===== src/hdl/pcd_pkg.sv =====
`timescale 1ns / 1ps
// ---------------------------------------------------------------------------
// PID controller with deadband: shared package
// Field widths, fixed-point limits and configuration register indexes.
// ---------------------------------------------------------------------------
package pcd_pkg;

    localparam int VAL_W   = 24;   // measured and setpoint, Q15.8
    localparam int ERR_W   = 25;   // error, Q16.8
    localparam int DLT_W   = 26;   // error difference
    localparam int GAIN_W  = 32;   // gains, Q15.16
    localparam int DT_W    = 24;   // step time, Q8.16
    localparam int ACC_W   = 48;   // saturating values
    localparam int DRV_W   = 21;   // clamped drive
    localparam int IDX_W   = 3;    // configuration index
    localparam int FRAC    = 16;

    localparam int MUL_STEPS = 32;  // one multiplier bit per cycle
    localparam int DIV_STEPS = 58;  // one quotient bit per cycle
    localparam int DIV_W     = 58;  // |u| (42 bits) shifted left by FRAC
    localparam int CNT_W     = 6;

    localparam logic [ACC_W-1:0] SAT_POS = {1'b0, {(ACC_W-1){1'b1}}};
    localparam logic [ACC_W-1:0] SAT_NEG = {1'b1, {(ACC_W-1){1'b0}}};
    localparam logic signed [ACC_W-1:0] DRIVE_LIM     = 48'sd1048320;
    localparam logic signed [ERR_W-1:0] DEADBAND_HALF = 25'sd128;

    localparam logic [IDX_W-1:0] CFG_SETPOINT = 3'd0;
    localparam logic [IDX_W-1:0] CFG_GAIN_P   = 3'd1;
    localparam logic [IDX_W-1:0] CFG_GAIN_I   = 3'd2;
    localparam logic [IDX_W-1:0] CFG_GAIN_D   = 3'd3;

endpackage


===== src/hdl/pid_controller_deadband_unit.sv =====
`timescale 1ns / 1ps
// ---------------------------------------------------------------------------
// PID controller with zero-setpoint deadband
// Bit-serial fixed-point PID step with saturating integral and output clamp.
// ---------------------------------------------------------------------------
// One request on the input channel yields exactly one result. A deadband
// request (setpoint zero and |error| below one half) goes from the accepting
// cycle straight to ST_PUB, which loads the output register. A full step runs
// the accepting cycle, then four signed products on a
// single shift-add multiplier that handles one multiplier bit per cycle, each
// product saturated in ST_MDONE, then a restoring divider that produces
// one quotient bit per cycle, then ST_DFIN to finish the quotient, ST_FIN to
// form the sum and clamp it, and ST_PUB to load the output register. The next
// request is taken while a finished result still waits at the output.
module pid_controller_deadband_unit (
    input  logic                          clk,
    input  logic                          rst_n,
    input  logic                          in_valid,
    output logic                          in_ready,
    input  logic [pcd_pkg::VAL_W-1:0]     measured,
    input  logic [pcd_pkg::DT_W-1:0]      step_time,
    output logic                          out_valid,
    input  logic                          out_ready,
    output logic [pcd_pkg::DRV_W-1:0]     drive,
    output logic [pcd_pkg::ACC_W-1:0]     raw_drive,
    output logic [pcd_pkg::ERR_W-1:0]     error_value,
    output logic                          in_deadband,
    input  logic                          cfg_valid,
    output logic                          cfg_ready,
    input  logic [pcd_pkg::IDX_W-1:0]     cfg_index,
    input  logic [pcd_pkg::GAIN_W-1:0]    cfg_data
);
    import pcd_pkg::*;

    typedef enum logic [2:0] {
        ST_IDLE, ST_MUL, ST_MDONE, ST_DIV, ST_DFIN, ST_FIN, ST_PUB
    } state_t;

    typedef enum logic [1:0] {OP_P, OP_T, OP_I, OP_U} op_t;

    state_t state_reg, state_next;
    op_t    op_reg, op_next;
    logic [CNT_W-1:0] cnt_reg, cnt_next;

    logic [VAL_W-1:0]  setpoint_reg, setpoint_next;
    logic [GAIN_W-1:0] gain_p_reg, gain_p_next;
    logic [GAIN_W-1:0] gain_i_reg, gain_i_next;
    logic [GAIN_W-1:0] gain_d_reg, gain_d_next;

    logic [ACC_W-1:0] error_sum_reg, error_sum_next;
    logic [ERR_W-1:0] last_error_reg, last_error_next;
    logic [ACC_W-1:0] last_raw_reg, last_raw_next;
    logic [ERR_W-1:0] last_seen_reg, last_seen_next;

    logic [ERR_W-1:0] err_reg, err_next;
    logic [DT_W-1:0]  dt_reg, dt_next;
    logic [DLT_W-1:0] delta_reg, delta_next;

    logic [ACC_W-1:0]  mc_reg, mc_next;
    logic [GAIN_W-1:0] mp_reg, mp_next;
    logic [ACC_W:0]    acc_hi_reg, acc_hi_next;
    logic [GAIN_W-1:0] acc_lo_reg, acc_lo_next;
    logic [ACC_W+1:0]  raw_acc_reg, raw_acc_next;

    logic              u_neg_reg, u_neg_next;
    logic              u_zero_reg, u_zero_next;
    logic [DIV_W-1:0]  dnum_reg, dnum_next;
    logic [DT_W-1:0]   rem_reg, rem_next;
    logic [ACC_W-1:0]  d_reg, d_next;

    logic [DRV_W-1:0] res_drive_reg, res_drive_next;
    logic             res_dead_reg, res_dead_next;

    logic             out_valid_reg, out_valid_next;
    logic [DRV_W-1:0] drive_reg, drive_next;
    logic [ACC_W-1:0] raw_drive_reg, raw_drive_next;
    logic [ERR_W-1:0] error_value_reg, error_value_next;
    logic             in_deadband_reg, in_deadband_next;

    // Combinational helpers
    logic [ERR_W-1:0]        err_in;
    logic                    dead_in;
    logic [ACC_W:0]          es_sum;
    logic [ACC_W-1:0]        es_sat;
    logic [ACC_W+1:0]        mul_add, mul_sum;
    logic [ACC_W+GAIN_W:0]   prod_full;
    logic [ACC_W+16:0]       prod_sh;
    logic [ACC_W-1:0]        prod_sat;
    logic [ACC_W-1:0]        u_mag;
    logic [DT_W:0]           rem_sh;
    logic                    rem_ge;
    logic [ACC_W+1:0]        fin_sum;
    logic [ACC_W-1:0]        fin_raw;

    assign in_ready    = (state_reg == ST_IDLE);
    assign cfg_ready   = 1'b1;
    assign out_valid   = out_valid_reg;
    assign drive       = drive_reg;
    assign raw_drive   = raw_drive_reg;
    assign error_value = error_value_reg;
    assign in_deadband = in_deadband_reg;

    always_comb
    begin
        err_in  = {setpoint_reg[VAL_W-1], setpoint_reg} - {measured[VAL_W-1], measured};
        dead_in = (setpoint_reg == '0) && ($signed(err_in) > -DEADBAND_HALF)
                  && ($signed(err_in) < DEADBAND_HALF);
        es_sum  = {error_sum_reg[ACC_W-1], error_sum_reg}
                  + {{(ACC_W-ERR_W+1){err_in[ERR_W-1]}}, err_in};
        if (es_sum[ACC_W] != es_sum[ACC_W-1])
        begin
            es_sat = es_sum[ACC_W] ? SAT_NEG : SAT_POS;
        end
        else
        begin
            es_sat = es_sum[ACC_W-1:0];
        end

        // The multiplier's sign bit carries negative weight.
        if (!mp_reg[0])
        begin
            mul_add = '0;
        end
        else if (cnt_reg == CNT_W'(MUL_STEPS - 1))
        begin
            mul_add = '0 - {{2{mc_reg[ACC_W-1]}}, mc_reg};
        end
        else
        begin
            mul_add = {{2{mc_reg[ACC_W-1]}}, mc_reg};
        end
        mul_sum = {acc_hi_reg[ACC_W], acc_hi_reg} + mul_add;

        prod_full = {acc_hi_reg, acc_lo_reg};
        prod_sh   = prod_full[ACC_W+GAIN_W:FRAC];
        if (prod_sh[ACC_W+16:ACC_W-1] != '0 && prod_sh[ACC_W+16:ACC_W-1] != '1)
        begin
            prod_sat = prod_sh[ACC_W+16] ? SAT_NEG : SAT_POS;
        end
        else
        begin
            prod_sat = prod_sh[ACC_W-1:0];
        end
        u_mag = prod_sat[ACC_W-1] ? ('0 - prod_sat) : prod_sat;

        rem_sh = {rem_reg, dnum_reg[DIV_W-1]};
        rem_ge = (rem_sh >= {1'b0, dt_reg});

        fin_sum = raw_acc_reg + {{2{d_reg[ACC_W-1]}}, d_reg};
        if (fin_sum[ACC_W+1:ACC_W-1] != '0 && fin_sum[ACC_W+1:ACC_W-1] != '1)
        begin
            fin_raw = fin_sum[ACC_W+1] ? SAT_NEG : SAT_POS;
        end
        else
        begin
            fin_raw = fin_sum[ACC_W-1:0];
        end
    end

    always_comb
    begin
        state_next       = state_reg;
        op_next          = op_reg;
        cnt_next         = cnt_reg;
        setpoint_next    = setpoint_reg;
        gain_p_next      = gain_p_reg;
        gain_i_next      = gain_i_reg;
        gain_d_next      = gain_d_reg;
        error_sum_next   = error_sum_reg;
        last_error_next  = last_error_reg;
        last_raw_next    = last_raw_reg;
        last_seen_next   = last_seen_reg;
        err_next         = err_reg;
        dt_next          = dt_reg;
        delta_next       = delta_reg;
        mc_next          = mc_reg;
        mp_next          = mp_reg;
        acc_hi_next      = acc_hi_reg;
        acc_lo_next      = acc_lo_reg;
        raw_acc_next     = raw_acc_reg;
        u_neg_next       = u_neg_reg;
        u_zero_next      = u_zero_reg;
        dnum_next        = dnum_reg;
        rem_next         = rem_reg;
        d_next           = d_reg;
        res_drive_next   = res_drive_reg;
        res_dead_next    = res_dead_reg;
        out_valid_next   = out_valid_reg;
        drive_next       = drive_reg;
        raw_drive_next   = raw_drive_reg;
        error_value_next = error_value_reg;
        in_deadband_next = in_deadband_reg;

        if (out_valid_reg && out_ready)
        begin
            out_valid_next = 1'b0;
        end

        if (cfg_valid)
        begin
            unique case (cfg_index)
                CFG_SETPOINT: setpoint_next = cfg_data[VAL_W-1:0];
                CFG_GAIN_P:   gain_p_next   = cfg_data;
                CFG_GAIN_I:   gain_i_next   = cfg_data;
                CFG_GAIN_D:   gain_d_next   = cfg_data;
                default:      ;
            endcase
        end

        unique case (state_reg)
            ST_IDLE:
            begin
                if (in_valid)
                begin
                    if (dead_in)
                    begin
                        res_drive_next = '0;
                        res_dead_next  = 1'b1;
                        state_next     = ST_PUB;
                    end
                    else
                    begin
                        error_sum_next = es_sat;
                        err_next       = err_in;
                        dt_next        = step_time;
                        delta_next     = {err_in[ERR_W-1], err_in}
                                         - {last_error_reg[ERR_W-1], last_error_reg};
                        mc_next        = {{(ACC_W-ERR_W){err_in[ERR_W-1]}}, err_in};
                        mp_next        = gain_p_reg;
                        acc_hi_next    = '0;
                        acc_lo_next    = '0;
                        cnt_next       = '0;
                        op_next        = OP_P;
                        res_dead_next  = 1'b0;
                        state_next     = ST_MUL;
                    end
                end
            end
            ST_MUL:
            begin
                acc_hi_next = mul_sum[ACC_W+1:1];
                acc_lo_next = {mul_sum[0], acc_lo_reg[GAIN_W-1:1]};
                mp_next     = {1'b0, mp_reg[GAIN_W-1:1]};
                cnt_next    = cnt_reg + 1'b1;
                if (cnt_reg == CNT_W'(MUL_STEPS - 1))
                begin
                    state_next = ST_MDONE;
                end
            end
            ST_MDONE:
            begin
                acc_hi_next = '0;
                acc_lo_next = '0;
                cnt_next    = '0;
                state_next  = ST_MUL;
                unique case (op_reg)
                    OP_P:
                    begin
                        raw_acc_next = {{2{prod_sat[ACC_W-1]}}, prod_sat};
                        mc_next      = error_sum_reg;
                        mp_next      = gain_i_reg;
                        op_next      = OP_T;
                    end
                    OP_T:
                    begin
                        mc_next = prod_sat;
                        mp_next = {{(GAIN_W-DT_W){1'b0}}, dt_reg};
                        op_next = OP_I;
                    end
                    OP_I:
                    begin
                        raw_acc_next = raw_acc_reg + {{2{prod_sat[ACC_W-1]}}, prod_sat};
                        mc_next      = {{(ACC_W-DLT_W){delta_reg[DLT_W-1]}}, delta_reg};
                        mp_next      = gain_d_reg;
                        op_next      = OP_U;
                    end
                    OP_U:
                    begin
                        u_neg_next  = prod_sat[ACC_W-1];
                        u_zero_next = (prod_sat == '0);
                        dnum_next   = {u_mag[DIV_W-FRAC-1:0], {FRAC{1'b0}}};
                        rem_next    = '0;
                        state_next  = ST_DIV;
                    end
                    default: ;
                endcase
            end
            ST_DIV:
            begin
                rem_next  = rem_ge ? DT_W'(rem_sh - {1'b0, dt_reg}) : rem_sh[DT_W-1:0];
                dnum_next = {dnum_reg[DIV_W-2:0], rem_ge};
                cnt_next  = cnt_reg + 1'b1;
                if (cnt_reg == CNT_W'(DIV_STEPS - 1))
                begin
                    state_next = ST_DFIN;
                end
            end
            ST_DFIN:
            begin
                // Negative quotients round toward minus infinity.
                priority if (u_zero_reg)
                begin
                    d_next = '0;
                end
                else if (dnum_reg[DIV_W-1:ACC_W-1] != '0)
                begin
                    d_next = u_neg_reg ? SAT_NEG : SAT_POS;
                end
                else if (u_neg_reg)
                begin
                    d_next = '0 - {1'b0, dnum_reg[ACC_W-2:0]}
                             - {{(ACC_W-1){1'b0}}, (rem_reg != '0)};
                end
                else
                begin
                    d_next = {1'b0, dnum_reg[ACC_W-2:0]};
                end
                state_next = ST_FIN;
            end
            ST_FIN:
            begin
                last_raw_next   = fin_raw;
                last_seen_next  = err_reg;
                last_error_next = err_reg;
                priority if ($signed(fin_raw) > DRIVE_LIM)
                begin
                    res_drive_next = DRIVE_LIM[DRV_W-1:0];
                end
                else if ($signed(fin_raw) < -DRIVE_LIM)
                begin
                    res_drive_next = DRV_W'(-DRIVE_LIM);
                end
                else
                begin
                    res_drive_next = fin_raw[DRV_W-1:0];
                end
                state_next = ST_PUB;
            end
            ST_PUB:
            begin
                if (!out_valid_reg || out_ready)
                begin
                    out_valid_next   = 1'b1;
                    drive_next       = res_drive_reg;
                    raw_drive_next   = last_raw_reg;
                    error_value_next = last_seen_reg;
                    in_deadband_next = res_dead_reg;
                    state_next       = ST_IDLE;
                end
            end
            default: state_next = ST_IDLE;
        endcase
    end

    always_ff @(posedge clk or negedge rst_n)
    begin
        if (!rst_n)
        begin
            state_reg      <= ST_IDLE;
            op_reg         <= OP_P;
            cnt_reg        <= '0;
            setpoint_reg   <= '0;
            gain_p_reg     <= '0;
            gain_i_reg     <= '0;
            gain_d_reg     <= '0;
            error_sum_reg  <= '0;
            last_error_reg <= '0;
            last_raw_reg   <= '0;
            last_seen_reg  <= '0;
            out_valid_reg  <= 1'b0;
        end
        else
        begin
            state_reg      <= state_next;
            op_reg         <= op_next;
            cnt_reg        <= cnt_next;
            setpoint_reg   <= setpoint_next;
            gain_p_reg     <= gain_p_next;
            gain_i_reg     <= gain_i_next;
            gain_d_reg     <= gain_d_next;
            error_sum_reg  <= error_sum_next;
            last_error_reg <= last_error_next;
            last_raw_reg   <= last_raw_next;
            last_seen_reg  <= last_seen_next;
            out_valid_reg  <= out_valid_next;
        end
    end

    always_ff @(posedge clk)
    begin
        err_reg         <= err_next;
        dt_reg          <= dt_next;
        delta_reg       <= delta_next;
        mc_reg          <= mc_next;
        mp_reg          <= mp_next;
        acc_hi_reg      <= acc_hi_next;
        acc_lo_reg      <= acc_lo_next;
        raw_acc_reg     <= raw_acc_next;
        u_neg_reg       <= u_neg_next;
        u_zero_reg      <= u_zero_next;
        dnum_reg        <= dnum_next;
        rem_reg         <= rem_next;
        d_reg           <= d_next;
        res_drive_reg   <= res_drive_next;
        res_dead_reg    <= res_dead_next;
        drive_reg       <= drive_next;
        raw_drive_reg   <= raw_drive_next;
        error_value_reg <= error_value_next;
        in_deadband_reg <= in_deadband_next;
    end

    a_pub_waits: assert property (@(posedge clk) disable iff (!rst_n)
        (state_reg == ST_PUB && out_valid_reg && !out_ready) |=> (state_reg == ST_PUB))
        else $error("finished result overwrote a pending output");

    a_drive_limit: assert property (@(posedge clk) disable iff (!rst_n)
        out_valid_reg |-> ($signed(drive_reg) <= 21'sd1048320
                           && $signed(drive_reg) >= -21'sd1048320))
        else $error("drive outside clamp limits");

    a_dead_zero: assert property (@(posedge clk) disable iff (!rst_n)
        (out_valid_reg && in_deadband_reg) |-> (drive_reg == '0))
        else $error("deadband result with nonzero drive");

    a_mul_count: assert property (@(posedge clk) disable iff (!rst_n)
        (state_reg == ST_MUL) |-> (cnt_reg < CNT_W'(MUL_STEPS)))
        else $error("multiplier step count overran");

endmodule


===== config.mk =====
export PLATFORM = sky130hd
export DESIGN_NAME = pid_controller_deadband_unit
export DESIGN_NICKNAME = d
export VERILOG_FILES = /design/src/hdl/pcd_pkg.sv /design/src/hdl/pid_controller_deadband_unit.sv
export SDC_FILE = /design/constraint.sdc
export NUM_CORES = 2
export LEC_CHECK = 0
export ABC_CLOCK_PERIOD_IN_PS = 8200
export BUFFER_PORTS_ARGS = -buffer_cell sky130_fd_sc_hd__buf_2
export CAP_MARGIN = 25
export CORE_UTILIZATION = 58
export DETAILED_ROUTE_END_ITERATION = 8
export GPL_TIMING_DRIVEN = 0
export PLACE_DENSITY = 0.75
export SLEW_MARGIN = 30
export SYNTH_ARGS = -nofsm -noshare
export SYNTH_HDL_FRONTEND = slang
export SYNTH_SLANG_ARGS = --single-unit

===== constraint.sdc =====
create_clock -name clk -period 8.2 [get_ports clk]
set_input_delay 0.82 -clock clk [delete_from_list [all_inputs] [get_ports clk]]
set_output_delay 0.82 -clock clk [all_outputs]
set_load 0.02 [all_outputs]

Word level (Yosys, flattened, before mapping). Index checks and enable logic that the tools add are counted.

Flip-flop bits (word level): 788. Input port bits: 88.

Reduce and logical (&&, ||, !) cells: 39. Multiplexer cells: 55. Bitwise operators: 1. Magnitude comparators: 5. Add/subtract/negate cells: 12. Eq/ne operators: 25.

Operators with widths (number): $mux W48 (11); $pmux W32 S3 (3); $add A50 B50 Y50 (3); $pmux W49 S3 (1); $pmux W48 S3 (1); $mux W32 (4); $pmux W58 S2 (1); $mux W50 (2); $pmux W50 S2 (1); $mux W49 (2); $pmux W48 S2 (1); $mux W21 (4); $mux W58 (1); $add A48 B25 Y49 (1); $sub A1 B48 Y49 const A (1); $gt A48 B21 Y1 const B (1); $logic_not A48 Y1 (1); $lt A48 B21 Y1 const B (1); $mux W24 (2); $pmux W24 S2 (1); $sub A1 B47 Y48 const A (1); $sub A48 B1 Y48 (1); $mux W42 (1); $pmux W21 S2 (1); 45 further kinds (90).

Logic depth before layout (Yosys ltp).
Depth after elaboration: 8. Gate-level depth with buffers: 27.

Least setup slack after synthesis. OpenSTA, ideal clock, no wires.

Path kind: input to register. Start: in measured[0] (netlist bit). End: reg acc_hi_reg[0], enable pin. Path slack: 300 ps. Buffers on the path: 0. Arrival: 7391 ps. Cell stages on the path: 15. Library setup time: 510 ps. Cells stage by stage: ha_1 > inv_1 > fa_1 > a211oi_1 > o21ai_1 > a21o_1 > a21oi_1 > a21oi_1 > a311o_1 > a2111oi_0 > a21o_1 > or4_1 > o211a_1 > o21ai_1 > a21oi_1.

Cells in the longest elaborated chain, start to end: 6. Elaborated cells on any way between the ends: 7.

Ends and longest elaborated chain: start: declaration (RTL line pid_controller_deadband_unit.sv:20) `input logic [pcd_pkg::VAL_W-1:0] measured,`; $sub A24 B24 Y25 * (RTL line pid_controller_deadband_unit.sv:105) `err_in = {setpoint_reg[VAL_W-1], setpoint_reg} - {measured[VAL_W-1], measured};`; net err_in[24] (RTL line pid_controller_deadband_unit.sv:81) `logic [ERR_W-1:0] err_in;`; $gt A25 B8 Y1 (RTL line pid_controller_deadband_unit.sv:106) `dead_in = (setpoint_reg == '0) && ($signed(err_in) > -DEADBAND_HALF)`; $logic_and A1 B1 Y1 (RTL line pid_controller_deadband_unit.sv:106); $logic_and A1 B1 Y1 * (RTL line pid_controller_deadband_unit.sv:107) `&& ($signed(err_in) < DEADBAND_HALF);`; $ne A2 B2 Y1 (no source line) *; $reduce_and A3 Y1 (no source line) *; end signal: assignment (RTL line pid_controller_deadband_unit.sv:396) `acc_hi_reg <= acc_hi_next;`; end: declaration (RTL line pid_controller_deadband_unit.sv:61) `logic [ACC_W:0] acc_hi_reg, acc_hi_next;`.

Mark *: on every way through the listed nets, which the timed path passes. The rest lies on a longest branch. A chain may end at the register's enable or synchronous reset.

Worst setup path in the final report.
Start: reg setpoint_reg[0]. End: reg error_sum_reg[4].

Cells in the longest elaborated chain, start to end: 6. Elaborated cells on any way between the ends: 12.

Ends and longest elaborated chain: start: declaration (RTL line pid_controller_deadband_unit.sv:45) `logic [VAL_W-1:0] setpoint_reg, setpoint_next;`; start signal: assignment (RTL line pid_controller_deadband_unit.sv:377) `setpoint_reg <= setpoint_next;`; $sub A24 B24 Y25 * (RTL line pid_controller_deadband_unit.sv:105); net err_in[24] (RTL line pid_controller_deadband_unit.sv:81); parallel branches: the longest is 5 deep, another holds $add A48 B25 Y49; end signal: assignment (RTL line pid_controller_deadband_unit.sv:381) `error_sum_reg <= error_sum_next;`; end: declaration (RTL line pid_controller_deadband_unit.sv:50) `logic [ACC_W-1:0] error_sum_reg, error_sum_next;`.

Mark *: on every way through the listed nets, which the timed path passes.

==> impl_metrics.json <==
{
  "critPathMaxFanout": 29,
  "arrival_ps": 8240,
  "syn2layout_area_growth_pct": 11.9,
  "drt-total-wl_um": 151000,
  "antenna_found_initial": 3,
  "max_cap_viol_count": 0,
  "mostFrequentLayoutCells": "a21oi_1, edfxtp_1, o21ai_0",
  "postCtsSetupBuffers": 0,
  "placement.io_buffers": 184,
  "period_share": 0.932,
  "place_hpwl_um": 117000,
  "netlist_area_mm2": 0.0501,
  "min_path_type": "in -> reg",
  "critPathTopFamily": "compound AO/OA/AOI/OAI gates",
  "finalCriticalPeriod_ps": 7640,
  "cts.path.max_buffers": 3,
  "syn-num-nets": 5709,
  "ios": 186,
  "grt_usage": 0.343,
  "drtIter0Drc": 4362,
  "outcome": "completed",
  "initial_core_util": 0.587,
  "clk_pin_slew_worst_paths_ps": 60,
  "synth-seq-cells": 772,
  "antenna_left": 0,
  "maxSlewHeadroom": 0.247,
  "post-route-util": 0.657,
  "peakVddDrop_mv": 0.200,
  "setup-violations-final": 0,
  "tightest_slew_ps": 1130,
  "syn_avg_cell_area_um2": 9.47,
  "maxSlewViolCount": 0,
  "die_area_mm2": 0.0875,
  "synthArstFlopShare": 0.328,
  "final_common_cell": "a21oi_1",
  "firstDrtPassIters": 7,
  "crit_type": "reg -> reg",
  "largest_register_ffs": 58,
  "cp_num_buf_inv": 3,
  "grt_pass1_vias": 40600,
  "core_mm2": 0.0853,
  "clkSinkCount": 772,
  "drive_gt1_frac": 0.0986,
  "vias": 42900,
  "cpMostUsedCell": "a21oi_1",
  "wire_per_inst_um": 22.2,
  "antennaDiodeCount": 0,
  "setup_tns_ps": 0,
  "ys.flop_type": "edfxtp_1",
  "fp.dieW_um": 296,
  "cts_tree": "built",
  "cp-start-kind": "register",
  "cpPeakStageDelay_ps": 760,
  "synth-seq-area-share": 0.438,
  "die_y_um": 296,
  "yosysUniqueCellTypes": 93,
  "gp_congestion": 0.989,
  "p_per_area_mw_per_mm2": 185,
  "clkLatencyLatePin_ps": 700,
  "slowest_stage": "nor2_1",
  "p_leak_uw": 0.0223,
  "cts_made_buffers": 85,
  "grt_max_degree": 82,
  "drc": 0,
  "grt_pass1_wl_um": 231000,
  "fp-row-count": 107,
  "cts_root_buf": "clkbuf_16",
  "finClkSkew_ps": 48.9,
  "h-tree-depth": 3,
  "ys_warn_count": 0,
  "nets": 6007,
  "vias_per_cell": 6.31,
  "endpoint_kind": "register",
  "synth_edf_count": 519,
  "fmax_ghz": 0.131,
  "crit_required_ps": 8800,
  "synthCells": 5289,
  "grt_overflow": 0,
  "hold_violations": 0
}
-- synthesized netlist by cell type (9+ instances only) --
library cell / instances / area share
a21oi_1: 531 / 0.053
edfxtp_1: 519 / 0.31
o21ai_0: 512 / 0.051
nand2_1: 493 / 0.037
nor2_1: 414 / 0.031
ha_1: 325 / 0.081
dfrtp_1: 253 / 0.13
inv_1: 241 / 0.018
clkbuf_1: 197 / 0.015
xnor2_1: 180 / 0.031
a21o_1: 169 / 0.025
xor2_1: 144 / 0.025
mux2_2: 127 / 0.029
nor3_1: 88 / 0.0088
nand3_1: 86 / 0.0086
a22oi_1: 84 / 0.013
and3_1: 60 / 0.0075
and2_1: 59 / 0.0074
nor2b_1: 59 / 0.0074
nand4_1: 51 / 0.0064
a211oi_1: 47 / 0.0070
o21bai_1: 47 / 0.0070
a31oi_1: 46 / 0.0057
nand2b_1: 42 / 0.0052
nor4_1: 41 / 0.0051
maj3_1: 38 / 0.0076
o21a_1: 36 / 0.0054
or3_1: 35 / 0.0044
o211ai_1: 27 / 0.0040
buf_1: 26 / 0.0019
or2_2: 19 / 0.0024
o31ai_1: 18 / 0.0027
a21boi_0: 16 / 0.0024
or4_1: 16 / 0.0024
buf_2: 15 / 0.0015
a311oi_1: 12 / 0.0021
and4_1: 11 / 0.0019
o31a_1: 11 / 0.0019
a31o_2: 10 / 0.0017
mux2i_1: 9 / 0.0018
nor3b_1: 9 / 0.0013
o221ai_1: 9 / 0.0016
o311ai_0: 9 / 0.0016
-- routing by layer --
metal,vias to the layer above,part of all wire,global-route usage
met5,-,0,0
met4,0,0.056,0.182
met3,417,0.073,0.0458
met2,1928,0.46,0.560
met1,20600,0.41,0.446
li1,20000,-,-
-- worst paths after layout --
kind	startpoint	to	slack, ps	cells after the start
max in group asynchronous	rst_n	last_raw_reg[28]$_DFFE_PN0P_	6460	4
setup reg to reg	setpoint_reg[0]$_DFFE_PN0P_	error_sum_reg[4]$_DFFE_PN0P_	560	27
min in group asynchronous	rst_n	gain_d_reg[25]$_DFFE_PN0P_	560	2
hold reg to reg	res_drive_reg[12]$_SDFFCE_PN0P_	drive[12]$_DFFE_PP_	420	0
setup / recovery	setpoint_reg[0]$_DFFE_PN0P_	error_sum_reg[4]$_DFFE_PN0P_	560	27
hold / removal	step_time[16]	dt_reg[16]$_DFFE_PP_	280	1
-- power breakdown --
part / internal, µW / switching [µW]
clock network: 2350 / 1710
registers: 4370 / 80.3
logic: 755 / 1130
-- final cells by class --
cell class	instances	area, µm²
multi-input cells	4031	26400
inverters	242	911
fillers	6921	29200
clock buffers	107	2240
plain buffers	244	972
repair buffers	211	1420
clock inverters	52	713
flip-flops and latches	772	21900
well taps	1144	1430
-- stage by stage --
step | total power (µW) | std cells | hold slack (ps) | setup slack [ps] | area, µm²
after global placement | 6270 | 6617 | 402 | -2160 | 52400
after global routing | 10700 | 6803 | 269 | -82.1 | 56000
after floorplan | 5820 | 5289 | 400 | 300 | 50100
after CTS | 10400 | 6803 | 269 | 338 | 56000
after detailed placement | 6350 | 6643 | 405 | -142 | 53000
final | 10400 | 6803 | 285 | 561 | 56000
-- logic make-up (layout without fill, tap and decap cells) --
| logic type | Yosys count | after routing | synth area share |
|---|---|---|---|
| compound gates | 1691 | 1691 | 0.205 |
| xor+xnor | 324 | 324 | 0.0567 |
| fa+ha+maj | 370 | 370 | 0.0916 |
| buf+inv | 486 | 856 | 0.0374 |
| flops | 772 | 772 | 0.438 |
| mux | 136 | 136 | 0.0304 |
| other cells | 1 | 1 | 0.0000749 |
| simple gates | 1509 | 1509 | 0.141 |
-- repair_timing --
item	in CTS	in global routing
endpoints found under the hold margin	23	0
hold buffers	1	0
gates resized for setup	0	2
setup endpoints to repair	0	9
Power figures use the tool's default switching activity.
